[src/rtl/hts_pkg.sv]
package hts_pkg;

    localparam int DEF_MAX_WIDTH = 1024;

    localparam int PIX_W      = 8;
    localparam int IMG_W_W    = 11;
    localparam int CFG_DATA_W = 11;
    localparam int CFG_IDX_W  = 2;

    localparam logic [PIX_W-1:0]   RST_LOW_THR   = 8'd50;
    localparam logic [PIX_W-1:0]   RST_HIGH_THR  = 8'd100;
    localparam logic [IMG_W_W-1:0] RST_IMG_WIDTH = 11'd640;

    localparam logic [PIX_W-1:0] VAL_BG     = 8'd0;
    localparam logic [PIX_W-1:0] VAL_WEAK   = 8'd1;
    localparam logic [PIX_W-1:0] VAL_STRONG = 8'd255;

    typedef enum logic [CFG_IDX_W-1:0] {
        REG_LOW_THR   = 2'd0,
        REG_HIGH_THR  = 2'd1,
        REG_IMG_WIDTH = 2'd2
    } cfg_reg_t;

    typedef enum logic [1:0] {
        CLS_BG     = 2'd0,
        CLS_WEAK   = 2'd1,
        CLS_STRONG = 2'd2
    } pix_class_t;

    typedef enum logic {
        KIND_PIXEL = 1'b0,
        KIND_FLUSH = 1'b1
    } item_kind_t;

    // per-item decisions handed from the ring control to the datapath
    typedef struct packed {
        logic emit;
        logic pend_we;
        logic right_ok;
        logic right_new;
        logic left_ok;
        logic frame_end;
    } issue_t;

    function automatic pix_class_t classify(input logic [PIX_W-1:0] x,
                                            input logic [PIX_W-1:0] lo,
                                            input logic [PIX_W-1:0] hi);
        pix_class_t c;
        if (x >= hi) begin
            c = CLS_STRONG;
        end else if (x <= lo) begin
            c = CLS_BG;
        end else begin
            c = CLS_WEAK;
        end
        return c;
    endfunction

    function automatic logic [PIX_W-1:0] class_value(input pix_class_t c);
        logic [PIX_W-1:0] v;
        case (c)
            CLS_STRONG: v = VAL_STRONG;
            CLS_WEAK:   v = VAL_WEAK;
            default:    v = VAL_BG;
        endcase
        return v;
    endfunction

endpackage

[src/rtl/hysteresis_threshold_stream_core.sv]
// Streaming double-threshold hysteresis over a raster-order pixel stream.
//
// Input words: s_tdata carries the 8-bit intensity, s_tuser the item kind
// (0 pixel, 1 flush). Each pixel is classed strong, weak or background from
// the two thresholds; a weak pixel is promoted when the resolved pixel one
// row-minus-one back and the pixel one row-minus-one ahead are both strong.
// Output words: m_tdata is 0, 1 or 255; m_tlast marks the last pixel of the
// frame. Results trail the input by image_width-1 pixels; send flush words at
// frame end, one per pending pixel, to drain them.
// A word that produces a result passes through the resolve stage and then the
// output register before it shows on m_tvalid. Throughput is one word per cycle
// while m_tready does not stall, with one registered line-memory read step per word.
// Configuration: cfg_we/cfg_index/cfg_wdata write low threshold (0), high
// threshold (1) and image width (2); write only while the block is idle.
// Reset clears the queue and frame counters and loads thresholds 50/100 and
// width 640; line memories are not cleared, no clearing pass is needed.
// When m_tready is low the resolve stage and the output register hold their
// words and s_tready drops once both are full.
module hysteresis_threshold_stream_core #(
    parameter int MAX_WIDTH = hts_pkg::DEF_MAX_WIDTH
) (
    input  logic                            aclk,
    input  logic                            aresetn,
    input  logic                            s_tvalid,
    output logic                            s_tready,
    input  logic [hts_pkg::PIX_W-1:0]       s_tdata,   // [7:0] intensity
    input  logic [0:0]                      s_tuser,   // [0] kind
    output logic                            m_tvalid,
    input  logic                            m_tready,
    output logic [hts_pkg::PIX_W-1:0]       m_tdata,   // [7:0] pixel_value
    output logic                            m_tlast,
    input  logic                            cfg_we,
    input  logic [hts_pkg::CFG_IDX_W-1:0]   cfg_index,
    input  logic [hts_pkg::CFG_DATA_W-1:0]  cfg_wdata
);
    import hts_pkg::*;

    localparam int AW = $clog2(MAX_WIDTH);

    logic             accept;
    item_kind_t       kind;
    logic [PIX_W-1:0] low_thr;
    logic [PIX_W-1:0] high_thr;
    logic [AW-1:0]    offset;
    issue_t           issue;
    logic [AW-1:0]    pend_wr_addr;
    logic [AW-1:0]    head_addr;
    logic [AW-1:0]    right_addr;
    logic [AW-1:0]    left_addr;

    assign accept = s_tvalid && s_tready;
    assign kind   = item_kind_t'(s_tuser[0]);

    hts_cfg_regs #(
        .MAX_WIDTH (MAX_WIDTH)
    ) u_cfg (
        .aclk      (aclk),
        .aresetn   (aresetn),
        .cfg_we    (cfg_we),
        .cfg_index (cfg_index),
        .cfg_wdata (cfg_wdata),
        .low_thr   (low_thr),
        .high_thr  (high_thr),
        .offset    (offset)
    );

    hts_ring_ctrl #(
        .MAX_WIDTH (MAX_WIDTH)
    ) u_ctrl (
        .aclk         (aclk),
        .aresetn      (aresetn),
        .accept       (accept),
        .kind         (kind),
        .offset       (offset),
        .issue        (issue),
        .pend_wr_addr (pend_wr_addr),
        .head_addr    (head_addr),
        .right_addr   (right_addr),
        .left_addr    (left_addr)
    );

    hts_resolve #(
        .MAX_WIDTH (MAX_WIDTH)
    ) u_resolve (
        .aclk         (aclk),
        .aresetn      (aresetn),
        .accept       (accept),
        .in_ready     (s_tready),
        .intensity    (s_tdata),
        .low_thr      (low_thr),
        .high_thr     (high_thr),
        .issue        (issue),
        .pend_wr_addr (pend_wr_addr),
        .head_addr    (head_addr),
        .right_addr   (right_addr),
        .left_addr    (left_addr),
        .m_tvalid     (m_tvalid),
        .m_tready     (m_tready),
        .m_tdata      (m_tdata),
        .m_tlast      (m_tlast)
    );

endmodule

[src/rtl/hts_cfg_regs.sv]
module hts_cfg_regs #(
    parameter int MAX_WIDTH = hts_pkg::DEF_MAX_WIDTH
) (
    input  logic                                aclk,
    input  logic                                aresetn,
    input  logic                                cfg_we,
    input  logic [hts_pkg::CFG_IDX_W-1:0]       cfg_index,
    input  logic [hts_pkg::CFG_DATA_W-1:0]      cfg_wdata,
    output logic [hts_pkg::PIX_W-1:0]           low_thr,
    output logic [hts_pkg::PIX_W-1:0]           high_thr,
    output logic [$clog2(MAX_WIDTH)-1:0]        offset
);
    import hts_pkg::*;

    localparam int AW = $clog2(MAX_WIDTH);
    localparam int CW = $clog2(MAX_WIDTH + 1);
    localparam int EW = ((IMG_W_W > CW) ? IMG_W_W : CW) + 1;

    logic [PIX_W-1:0] low_reg, low_next;
    logic [PIX_W-1:0] high_reg, high_next;
    logic [AW-1:0]    offset_reg, offset_next;

    // clamp the width into 2..MAX_WIDTH and keep only the neighbor offset
    function automatic logic [AW-1:0] width_to_offset(input logic [IMG_W_W-1:0] w);
        logic [EW-1:0] wide;
        logic [EW-1:0] clamped;
        wide = EW'(w);
        if (wide < EW'(2)) begin
            clamped = EW'(2);
        end else if (wide > EW'(MAX_WIDTH)) begin
            clamped = EW'(MAX_WIDTH);
        end else begin
            clamped = wide;
        end
        return AW'(clamped - EW'(1));
    endfunction

    always_comb begin
        low_next    = low_reg;
        high_next   = high_reg;
        offset_next = offset_reg;
        if (cfg_we) begin
            unique case (cfg_reg_t'(cfg_index))
                REG_LOW_THR:   low_next    = cfg_wdata[PIX_W-1:0];
                REG_HIGH_THR:  high_next   = cfg_wdata[PIX_W-1:0];
                REG_IMG_WIDTH: offset_next = width_to_offset(cfg_wdata[IMG_W_W-1:0]);
                default: ;
            endcase
        end
    end

    always_ff @(posedge aclk) begin
        if (!aresetn) begin
            low_reg    <= RST_LOW_THR;
            high_reg   <= RST_HIGH_THR;
            offset_reg <= width_to_offset(RST_IMG_WIDTH);
        end else begin
            low_reg    <= low_next;
            high_reg   <= high_next;
            offset_reg <= offset_next;
        end
    end

    assign low_thr  = low_reg;
    assign high_thr = high_reg;
    assign offset   = offset_reg;

endmodule

[src/rtl/hts_ring_ctrl.sv]
module hts_ring_ctrl #(
    parameter int MAX_WIDTH = hts_pkg::DEF_MAX_WIDTH
) (
    input  logic                            aclk,
    input  logic                            aresetn,
    input  logic                            accept,
    input  hts_pkg::item_kind_t             kind,
    input  logic [$clog2(MAX_WIDTH)-1:0]    offset,
    output hts_pkg::issue_t                 issue,
    output logic [$clog2(MAX_WIDTH)-1:0]    pend_wr_addr,
    output logic [$clog2(MAX_WIDTH)-1:0]    head_addr,
    output logic [$clog2(MAX_WIDTH)-1:0]    right_addr,
    output logic [$clog2(MAX_WIDTH)-1:0]    left_addr
);
    import hts_pkg::*;

    localparam int AW = $clog2(MAX_WIDTH);
    localparam int SW = AW + 1;
    localparam int CW = $clog2(MAX_WIDTH + 1);

    localparam logic [SW-1:0] RING_SIZE = SW'(MAX_WIDTH);

    logic [AW-1:0] head_reg, head_next;
    logic [AW-1:0] count_reg, count_next;
    logic [CW-1:0] emitted_reg, emitted_next;
    logic [CW-1:0] emitted_inc;
    logic [SW-1:0] back_off;

    function automatic logic [AW-1:0] ring_add(input logic [AW-1:0] base,
                                               input logic [AW-1:0] off);
        logic [SW-1:0] sum;
        sum = {1'b0, base} + {1'b0, off};
        if (sum >= RING_SIZE) begin
            sum = sum - RING_SIZE;
        end
        return sum[AW-1:0];
    endfunction

    assign back_off     = RING_SIZE - {1'b0, offset};
    assign pend_wr_addr = ring_add(head_reg, count_reg);
    assign head_addr    = head_reg;
    assign right_addr   = ring_add(head_reg, offset);
    assign left_addr    = ring_add(head_reg, back_off[AW-1:0]);

    always_comb begin
        issue        = '0;
        head_next    = head_reg;
        count_next   = count_reg;
        emitted_next = emitted_reg;
        emitted_inc  = (emitted_reg == CW'(MAX_WIDTH)) ? emitted_reg : emitted_reg + CW'(1);

        if (kind == KIND_PIXEL) begin
            issue.pend_we   = 1'b1;
            issue.emit      = count_reg >= offset;
            issue.right_ok  = 1'b1;
            // right neighbor is the pixel being written this cycle
            issue.right_new = count_reg == offset;
        end else begin
            issue.emit      = count_reg != '0;
            issue.right_ok  = offset < count_reg;
            issue.frame_end = count_reg == AW'(1);
        end
        issue.left_ok = emitted_reg >= CW'(offset);

        if (accept) begin
            if (issue.emit) begin
                head_next    = ring_add(head_reg, AW'(1));
                emitted_next = issue.frame_end ? '0 : emitted_inc;
                if (kind == KIND_FLUSH) begin
                    count_next = count_reg - AW'(1);
                end
            end else if (kind == KIND_PIXEL) begin
                count_next = count_reg + AW'(1);
            end
        end
    end

    always_ff @(posedge aclk) begin
        if (!aresetn) begin
            head_reg    <= '0;
            count_reg   <= '0;
            emitted_reg <= '0;
        end else begin
            head_reg    <= head_next;
            count_reg   <= count_next;
            emitted_reg <= emitted_next;
        end
    end

    a_frame_end_clears: assert property (@(posedge aclk) disable iff (!aresetn)
        accept && issue.frame_end |=> count_reg == '0 && emitted_reg == '0)
        else $error("frame end did not empty the queue");

    a_pixel_queues: assert property (@(posedge aclk) disable iff (!aresetn)
        accept && kind == KIND_PIXEL && !issue.emit |=> count_reg == $past(count_reg) + AW'(1))
        else $error("non-emitting pixel did not grow the queue");

    a_empty_flush_idle: assert property (@(posedge aclk) disable iff (!aresetn)
        accept && kind == KIND_FLUSH && count_reg == '0 |=>
        $stable(head_reg) && $stable(count_reg) && $stable(emitted_reg))
        else $error("flush on empty queue changed state");

endmodule

[src/rtl/hts_resolve.sv]
module hts_resolve #(
    parameter int MAX_WIDTH = hts_pkg::DEF_MAX_WIDTH
) (
    input  logic                            aclk,
    input  logic                            aresetn,
    input  logic                            accept,
    output logic                            in_ready,
    input  logic [hts_pkg::PIX_W-1:0]       intensity,
    input  logic [hts_pkg::PIX_W-1:0]       low_thr,
    input  logic [hts_pkg::PIX_W-1:0]       high_thr,
    input  hts_pkg::issue_t                 issue,
    input  logic [$clog2(MAX_WIDTH)-1:0]    pend_wr_addr,
    input  logic [$clog2(MAX_WIDTH)-1:0]    head_addr,
    input  logic [$clog2(MAX_WIDTH)-1:0]    right_addr,
    input  logic [$clog2(MAX_WIDTH)-1:0]    left_addr,
    output logic                            m_tvalid,
    input  logic                            m_tready,
    output logic [hts_pkg::PIX_W-1:0]       m_tdata,
    output logic                            m_tlast
);
    import hts_pkg::*;

    localparam int AW = $clog2(MAX_WIDTH);

    // line memories: queued classes and strong flags of emitted pixels
    pix_class_t pend_mem [MAX_WIDTH];
    logic       fin_mem  [MAX_WIDTH];

    pix_class_t cls_in;

    logic          a_valid_reg;
    issue_t        a_issue_reg;
    logic [AW-1:0] a_head_reg;
    logic          a_left_fwd_reg;
    logic          a_new_strong_reg;
    pix_class_t    pend_head_reg;
    pix_class_t    pend_right_reg;
    logic          fin_left_reg;

    logic             m_valid_reg;
    logic [PIX_W-1:0] m_data_reg;
    logic             m_last_reg;
    logic             last_strong_reg;

    logic       out_free;
    logic       advance;
    logic       left_strong;
    logic       right_strong;
    pix_class_t final_cls;
    logic       final_strong;

    assign cls_in   = classify(intensity, low_thr, high_thr);
    assign out_free = !m_valid_reg || m_tready;
    assign advance  = a_valid_reg && out_free;
    assign in_ready = !a_valid_reg || out_free;

    always_comb begin
        left_strong  = a_issue_reg.left_ok &&
                       (a_left_fwd_reg ? last_strong_reg : fin_left_reg);
        right_strong = a_issue_reg.right_ok &&
                       (a_issue_reg.right_new ? a_new_strong_reg
                                              : (pend_right_reg == CLS_STRONG));
        final_cls    = pend_head_reg;
        if (pend_head_reg == CLS_WEAK && left_strong && right_strong) begin
            final_cls = CLS_STRONG;
        end
        final_strong = final_cls == CLS_STRONG;
    end

    always_ff @(posedge aclk) begin
        if (accept && issue.pend_we) begin
            pend_mem[pend_wr_addr] <= cls_in;
        end
        if (accept) begin
            pend_head_reg  <= pend_mem[head_addr];
            pend_right_reg <= pend_mem[right_addr];
            fin_left_reg   <= fin_mem[left_addr];
        end
        if (advance) begin
            fin_mem[a_head_reg] <= final_strong;
        end
    end

    always_ff @(posedge aclk) begin
        if (accept) begin
            a_issue_reg      <= issue;
            a_head_reg       <= head_addr;
            a_new_strong_reg <= cls_in == CLS_STRONG;
            // left neighbor is being written by the word leaving this stage
            a_left_fwd_reg   <= a_valid_reg && (left_addr == a_head_reg);
        end
        if (advance) begin
            m_data_reg      <= class_value(final_cls);
            m_last_reg      <= a_issue_reg.frame_end;
            last_strong_reg <= final_strong;
        end
    end

    always_ff @(posedge aclk) begin
        if (!aresetn) begin
            a_valid_reg <= 1'b0;
            m_valid_reg <= 1'b0;
        end else begin
            if (accept) begin
                a_valid_reg <= issue.emit;
            end else if (advance) begin
                a_valid_reg <= 1'b0;
            end
            if (advance) begin
                m_valid_reg <= 1'b1;
            end else if (m_tready) begin
                m_valid_reg <= 1'b0;
            end
        end
    end

    assign m_tvalid = m_valid_reg;
    assign m_tdata  = m_data_reg;
    assign m_tlast  = m_last_reg;

    a_value_legal: assert property (@(posedge aclk) disable iff (!aresetn)
        m_valid_reg |-> (m_data_reg == VAL_BG || m_data_reg == VAL_WEAK ||
                         m_data_reg == VAL_STRONG))
        else $error("illegal pixel value on output");

    a_stage_holds: assert property (@(posedge aclk) disable iff (!aresetn)
        a_valid_reg && !out_free |=> a_valid_reg && $stable(a_head_reg))
        else $error("resolve stage lost its word under stall");

    a_stage_drains: assert property (@(posedge aclk) disable iff (!aresetn)
        accept && a_valid_reg |=> m_valid_reg)
        else $error("resolve stage overwritten before draining");

endmodule
[config.mk]
export PLATFORM = sky130hd
export DESIGN_NAME = hysteresis_threshold_stream_core
export DESIGN_NICKNAME = d
export VERILOG_FILES = /design/src/rtl/hts_pkg.sv /design/src/rtl/hysteresis_threshold_stream_core.sv /design/src/rtl/hts_cfg_regs.sv /design/src/rtl/hts_ring_ctrl.sv /design/src/rtl/hts_resolve.sv
export SDC_FILE = /design/constraint.sdc
export NUM_CORES = 2
export LEC_CHECK = 0
export BUFFER_PORTS_ARGS = -buffer_cell sky130_fd_sc_hd__buf_2
export CAP_MARGIN = 0
export CELL_PAD_IN_SITES_DETAIL_PLACEMENT = 1
export CELL_PAD_IN_SITES_GLOBAL_PLACEMENT = 2
export CORE_AREA = 2 2 551 553
export DETAILED_ROUTE_END_ITERATION = 8
export DIE_AREA = 0 0 553 555
export HOLD_SLACK_MARGIN = 0.03
export PLACE_DENSITY_LB_ADDON = 0.1
export SYNTH_ARGS = -nofsm -noshare
export SYNTH_HDL_FRONTEND = slang
export SYNTH_SLANG_ARGS = --single-unit
[constraint.sdc]
create_clock -name aclk -period 436.1 [get_ports aclk]
set_input_delay 21.805 -clock aclk [delete_from_list [all_inputs] [get_ports aclk]]
set_output_delay 21.805 -clock aclk [all_outputs]
set_load 0.03 [all_outputs]
Yosys cells after proc, flatten, opt, wreduce, memory -nomap -nowiden

Memory sizes are Yosys's and may differ from the RTL's. A register that Yosys moved wholly into a read port is not among the register bits.
Cells that the tools add are included.

Register bits: 85
Bits in latches: 0
RAM bits: 3072
ROM bits: 0
Bits of input ports: 27
Output and inout port bits: 11
Logic and storage cells: 110
Memories: 2

Memories:

| name               | words | bits a word | rd ports | clocked after memory_dff | write ports | RTL line          | text |
|---|---|---|---|---|---|---|---|
| u_resolve.pend_mem | 1024  | 2           | 2        | 2                        | 1           | hts_resolve.sv:26 | `pix_class_t pend_mem [MAX_WIDTH];` |
| u_resolve.fin_mem  | 1024  | 1           | 1        | 1                        | 1           | hts_resolve.sv:27 | `logic fin_mem [MAX_WIDTH];` |

Add/subtract/negate cells: 13
Multipliers: 0
Div/mod/pow operators: 0
$lt $le $gt $ge: 11
Equal/unequal tests: 14
Shifts and indexed selects: 0
Mux-type cells: 30
Bitwise gates (word level): 0
Reductions and logical operators: 22

Operators with widths:

| operator                                                   | number |
|---|---|
| 2-to-1 mux 10 bit                                          | 11 |
| subtractor 10 x 1 -> 10 bit (second input constant)        | 6 |
| greater-or-equal comparator 11 bit (second input constant) | 4 |
| adder 10 x 10 -> 11 bit                                    | 3 |
| 2-to-1 mux 11 bit                                          | 2 |
| == test 10 bit                                             | 2 |
| case mux 8 bit (2 select lines)                            | 1 |
| 2-to-1 mux 1 bit                                           | 14 |
| adder 10 x 1 -> 11 bit (second input constant)             | 1 |
| adder 11 x 1 -> 11 bit (second input constant)             | 1 |
| == test 11 bit (second input constant)                     | 1 |
| greater-or-equal comparator 11 x 10 -> 1 bit               | 1 |
| > comparator 11 bit (second input constant)                | 1 |
| < comparator 11 x 2 -> 1 bit (second input constant)       | 1 |
| adder 10 x 1 -> 10 bit (second input constant)             | 1 |
| == test 10 x 1 -> 1 bit (second input constant)            | 1 |
| greater-or-equal comparator 10 bit                         | 1 |
| < comparator 10 bit                                        | 1 |
| nonzero test 10 bit                                        | 1 |
| subtractor 1 x 10 -> 10 bit (first input constant)         | 1 |
| == test 2 bit (second input constant)                      | 4 |
| greater-or-equal comparator 8 bit                          | 1 |
| <= comparator 8 bit                                        | 1 |
| logical AND 1 bit                                          | 8 |
| other kinds (10)                                           | 21 |

Depth between registers and ports, before layout

Depth after elaboration: 7
Depth in mapped cells: 21

Modules after synthesis

A second synthesis with hierarchy kept.

Cells, all modules: 9947
Area total of the unflattened synthesis: 150869.7 µm²

By module, submodules not included:

| module                           | instances | cells each | area an instance (µm²) | sequential area each (µm²) |
|---|---|---|---|---|
| hts_resolve                      | 1         | 9356       | 146017.5               | 93009.2 |
| hts_ring_ctrl                    | 1         | 456        | 3611.0                 | 620.6 |
| hts_cfg_regs                     | 1         | 134        | 1234.9                 | 520.5 |
| hysteresis_threshold_stream_core | 1         | 1          | 6.3                    | 0.0 |

Least setup slack after synthesis

Ideal clock, no wire load.

Path type: input -> register
Start: input port s_tdata[0] (netlist bit)
End: memory u_resolve.pend_mem[0][0] (netlist bit) (data pin)
Library setup time: 20.757 ns
Arrival time: 161.309 ns
Required time: 415.343 ns
Path slack: 254.035 ns
Cell stages on the path: 12
Path buffers: 0
Path through: inv_1 > ha_1 > nand2b_1 > a21o_1 > a21o_1 > a21o_1 > a21o_1 > a21oi_1 > nor2b_1 > o21ai_0 > nand2b_1 > a311oi_1

Word-level cells in the longest chain between the ends: 3
Elaborated cells between the ends (all ways): 4
Those cells by class: 2 x order compare; 2 x mux

Ends and longest elaborated chain:

| element                 | RTL line                               | text |
|---|---|---|
| from (decl)             | hysteresis_threshold_stream_core.sv:26 | `input logic [hts_pkg::PIX_W-1:0] s_tdata,` |
| <= comparator 8 bit     | hts_pkg.sv:51                          | `end else if (x <= lo) begin` |
| 2-to-1 mux 1 bit        | hts_pkg.sv:51                          |  |
| 2-to-1 mux 2 bit (*)    | hts_pkg.sv:49                          | `if (x >= hi) begin` |
| via u_resolve.cls_in[0] | hts_resolve.sv:29                      | `pix_class_t cls_in;` |
| to (decl)               | hts_resolve.sv:26                      |  |

Mark *: on every way through the listed nets, which the timed path passes. The rest lies on a longest branch.

Worst setup path after layout

Start: input port m_tready
End: output port s_tready

Word-level cells in the longest chain between the ends: 2

Ends and longest elaborated chain:

| element          | RTL line                               | text |
|---|---|---|
| from (decl)      | hysteresis_threshold_stream_core.sv:29 | `input logic m_tready,` |
| logical OR 1 bit | hts_resolve.sv:53                      | `assign out_free = !m_valid_reg \|\| m_tready;` |
| logical OR 1 bit | hts_resolve.sv:55                      | `assign in_ready = !a_valid_reg \|\| out_free;` |
| to (decl)        | hysteresis_threshold_stream_core.sv:25 | `output logic s_tready,` |

No other way between the ends.

==> metrics.md <==
| Metric | Value |
|---|---|
| Area Overhead vs Synth | `9.655%` |
| Area share of the leading cell type in the synthesized netlist | `0.6197` |
| Final period util | `0.1015` |
| Total of cells resized after clock tree synthesis | `0` |
| Antenna viol nets, final | `0` |
| Total number of placement rows | `202` |
| Time the worst path needs with I/O delays and setup | `44250 ps` |
| Setup Buffers After CTS | `0` |
| CP Class | `in2out` |
| Final setup TNS | `0 ps` |
| Max Cap Violations | `0` |
| R2r startpoint | `u_ctrl.head_addr[0]` |
| Worst setup path endpoint | `s_tready` |
| Leading post-synthesis cells by cell area | `edfxtp_1 62%, mux4_2 22%, nor2_1 5.5%` |
| Arrival time of data at the critical path endpoint | `~22000 ps` |
| Tightest Pin Transition | `about 1400 ps` |
| Run status | `complete, no violations` |
| Gp weighted congestion | `approximately 0.89` |
| Met2 GRT Util | `0.5305` |
| Number of global-route vias before repair | `93.70k` |
| Maximum number of pins on one net before global-route repair | `300` |
| Routed via count | `~90k` |
| Peak supply drop | `0.000004341 V` |
| Global routing usage summed across all routing layers | `0.3161` |
| Endpoint of the lowest-slack register-to-register path | `u_resolve.pend_right_reg[1]` |
| Synth Flop Type | `edfxtp_1` |
| Kind of end point of the critical path | `output pin` |
| Largest clock skew in the final design | `roughly 63 ps` |
| Number of nets at the end of the flow | `approximately 9k` |
| Starting density of the core | `0.4980` |
| Maximum net fanout on the critical path | `3` |
| Total Power Consumption | `0.9316 mW` |
| Mean instance size in the synthesized netlist | `around 16 um^2` |
| Hold WC Path Type | `reg2reg` |
| Routed length per placed instance | `approximately 36 um` |
| Setup repair after global routing missed its margin | `no` |
| Max-slew violations | `0` |
| Iteration-0 DRC count of the detailed router | `about 11k` |
| Proportion of synthesized flip-flops having asynchronous set or reset | `0` |
| Final wirelength | `approximately 490 mm` |
| Largest register FFs | `approximately 2k` |
| Number of buffers added to fix hold violations after cts | `0` |
| Net Count, Synth | `approximately 9.5k` |
| Initial antenna violation count | `20` |
| Number of DRC violations after detailed routing | `0` |
| Reg2reg path depth | `15` |
| Slew HR | `0.09273` |
| CTS tree | `yes` |
| Mapped Area | `approximately 150000 um^2` |
| Congestion Overflow GR | `0` |
| Final Core Density | `0.5461` |
| Floorplan die height | `between 500 and 600 um` |
| Via density per instance | `between 6 and 7` |
| Total I/O pin count | `38` |
| Synth Instances | `between 9k and 10k` |
| Synthesized flop and latch total | `3155` |
| Met3 track demand over resource | `0.05618` |
| Count of filler cells inserted in the layout | `around 28k` |
| Floorplan core area | `~300000 um^2` |
| Number of port buffers | `37` |
| Power per cell area | `around 5.7 nW/um^2` |
| Post-detail-place hpwl | `between 200 and 300 mm` |
| EDFF count, synth | `3096` |
| Horizontal die dimension | `between 500 and 600 um` |
| Final number of hold-violating endpoints | `0` |
| Synth cell types | `74` |
| Root Driver | `clkbuf_16` |
| WP data required | `just over 400000 ps` |
| GRT Max-Usage Layer | `met2` |
| Number of clock sinks | `around 3.2k` |
| Worst setup path start | `m_tready` |
| Area taken by flip-flops and latches | `between 90000 and 100000 um^2` |
| Wire length of the first global-routing pass | `692.9 mm` |
| Reg-to-reg slack, setup | `roughly 430000 ps` |
| Number of setup violations in the final report | `0` |
| Clock insertion delay at the later pin of the skew report | `between 900 and 1000 ps` |
| Area occupied by multi-input gates | `52440 um^2` |
| Element type at the critical path start | `input port` |
| Number of buffers on the longest clock path | `4` |
| Maximum frequency from static timing analysis | `0.02260 GHz` |
| CTS H-tree lvls | `5` |
| Sequential fraction of the synthesis area | `0.6276` |
| Leakage power total | `49.25 nW` |
| Biggest area consumer among synthesized cells | `edfxtp_1` |
| Warnings from Yosys | `0` |
| Total clock buffers created by CTS | `roughly 340` |
| Post-CTS clock slew at the launch and capture registers of the worst setup and hold paths | `~50 ps` |
| Die Outline Area | `slightly above 300000 um^2` |
| Layout cell share with drive strength beyond 1 | `0.2426` |
| Met1 track demand over resource | `0.4062` |
| Iteration count of the initial detailed-routing pass | `7` |
critical path, stage by stage:
cell	delay, ps
buf_2	100
nor2b_1	170
nand2_1	140
buf_2	230
how the worst min path moves through the flow:
| stage | slack, ps | endpoint | cells past startpoint | startpoint |
|---|---|---|---|---|
| 3_3_place_gp | 410 | u_resolve.m_tlast | 0 | u_resolve.a_issue_reg[0] |
| 5_1_grt | 450 | u_resolve.m_tlast | 0 | u_resolve.a_issue_reg[0] |
| 2_1_floorplan | 400 | u_resolve.m_tlast | 0 | u_resolve.a_issue_reg[0] |
| 6_report | 450 | u_resolve.m_tlast | 0 | u_resolve.a_issue_reg[0] |
| 3_5_place_dp | 430 | u_resolve.m_tlast | 0 | u_resolve.a_issue_reg[0] |
| 4_1_cts | 450 | u_resolve.m_tlast | 0 | u_resolve.a_issue_reg[0] |
per-layer routing:
layer	part of all wire	wire length, um	vias up
met2	0.50	242000	4644
met5	0.00013	65	-
met3	0.080	38890	928
met4	0.049	23720	10
li1	-	-	36291
met1	0.37	182000	48591
Yosys cell counts, types with 53 or more instances:
library cell,instances
nor3_1,53
a21oi_1,58
buf_1,75
nor2_1,2201
mux2i_1,136
nand3_1,116
nand2_1,629
ha_1,73
buf_4,86
inv_1,54
edfxtp_1,3096
dfxtp_1,59
clkbuf_1,487
buf_2,120
mux4_2,1475
placed cells by master, fill, tap and decap left out, types with 43 or more instances in the layout:
cell | synthesis | final
nand2_1 | 629 | 588
inv_1 | 54 | 54
clkinv_2 | 0 | 65
edfxtp_1 | 3096 | 3096
buf_4 | 86 | 185
mux2i_1 | 136 | 136
clkinv_1 | 1 | 66
dfxtp_1 | 59 | 52
mux4_2 | 1475 | 1475
nor2_1 | 2201 | 2192
a21oi_1 | 58 | 58
ha_1 | 73 | 72
nand3_1 | 116 | 116
clkbuf_16 | 0 | 344
o21ai_0 | 43 | 43
nor3_1 | 53 | 53
clkbuf_1 | 487 | 84
cell families after synthesis:
family / after synthesis / share of synthesized area
compound gates: 389 / 0.01841
xor+xnor: 79 / 0.004662
fa+ha+maj: 76 / 0.006489
buf+inv: 853 / 0.02595
flops: 3155 / 0.6276
mux: 1621 / 0.2313
simple gates: 3206 / 0.08567
where the power goes:
group / internal [mW] / leakage, nW / total (mW) / switching, mW
registers: 0.345 / 28.6 / 0.347 / 0.00275
logic: 0.122 / 15.4 / 0.298 / 0.177
clock network: 0.160 / 5.29 / 0.286 / 0.126
cell type report:
class / instances / share of cell area
Tap cell: 3978 / 0.03026
Sequential cell: 3155 / 0.5725
Inverter: 55 / 0.001255
Clock buffer: 431 / 0.05449
Clock inverter: 197 / 0.01166
Antenna cell: 14 / 0.0002130
Timing Repair Buffer: 233 / 0.01091
Multi-Input combinational cell: 5371 / 0.3188
per-stage QoR:
step	setup WS, ps	hold slack, ps	cell area, um^2	std cells
final	391850	445.3	164500	13434
after detailed placement	391870	427.4	153600	12791
after floorplan	254040	400.3	150000	9379
after global placement	391780	411.6	153600	12791
after global routing	391810	454.2	164500	13422
after CTS	391870	448.3	164500	13419
Power figures use the tool's default switching activity.
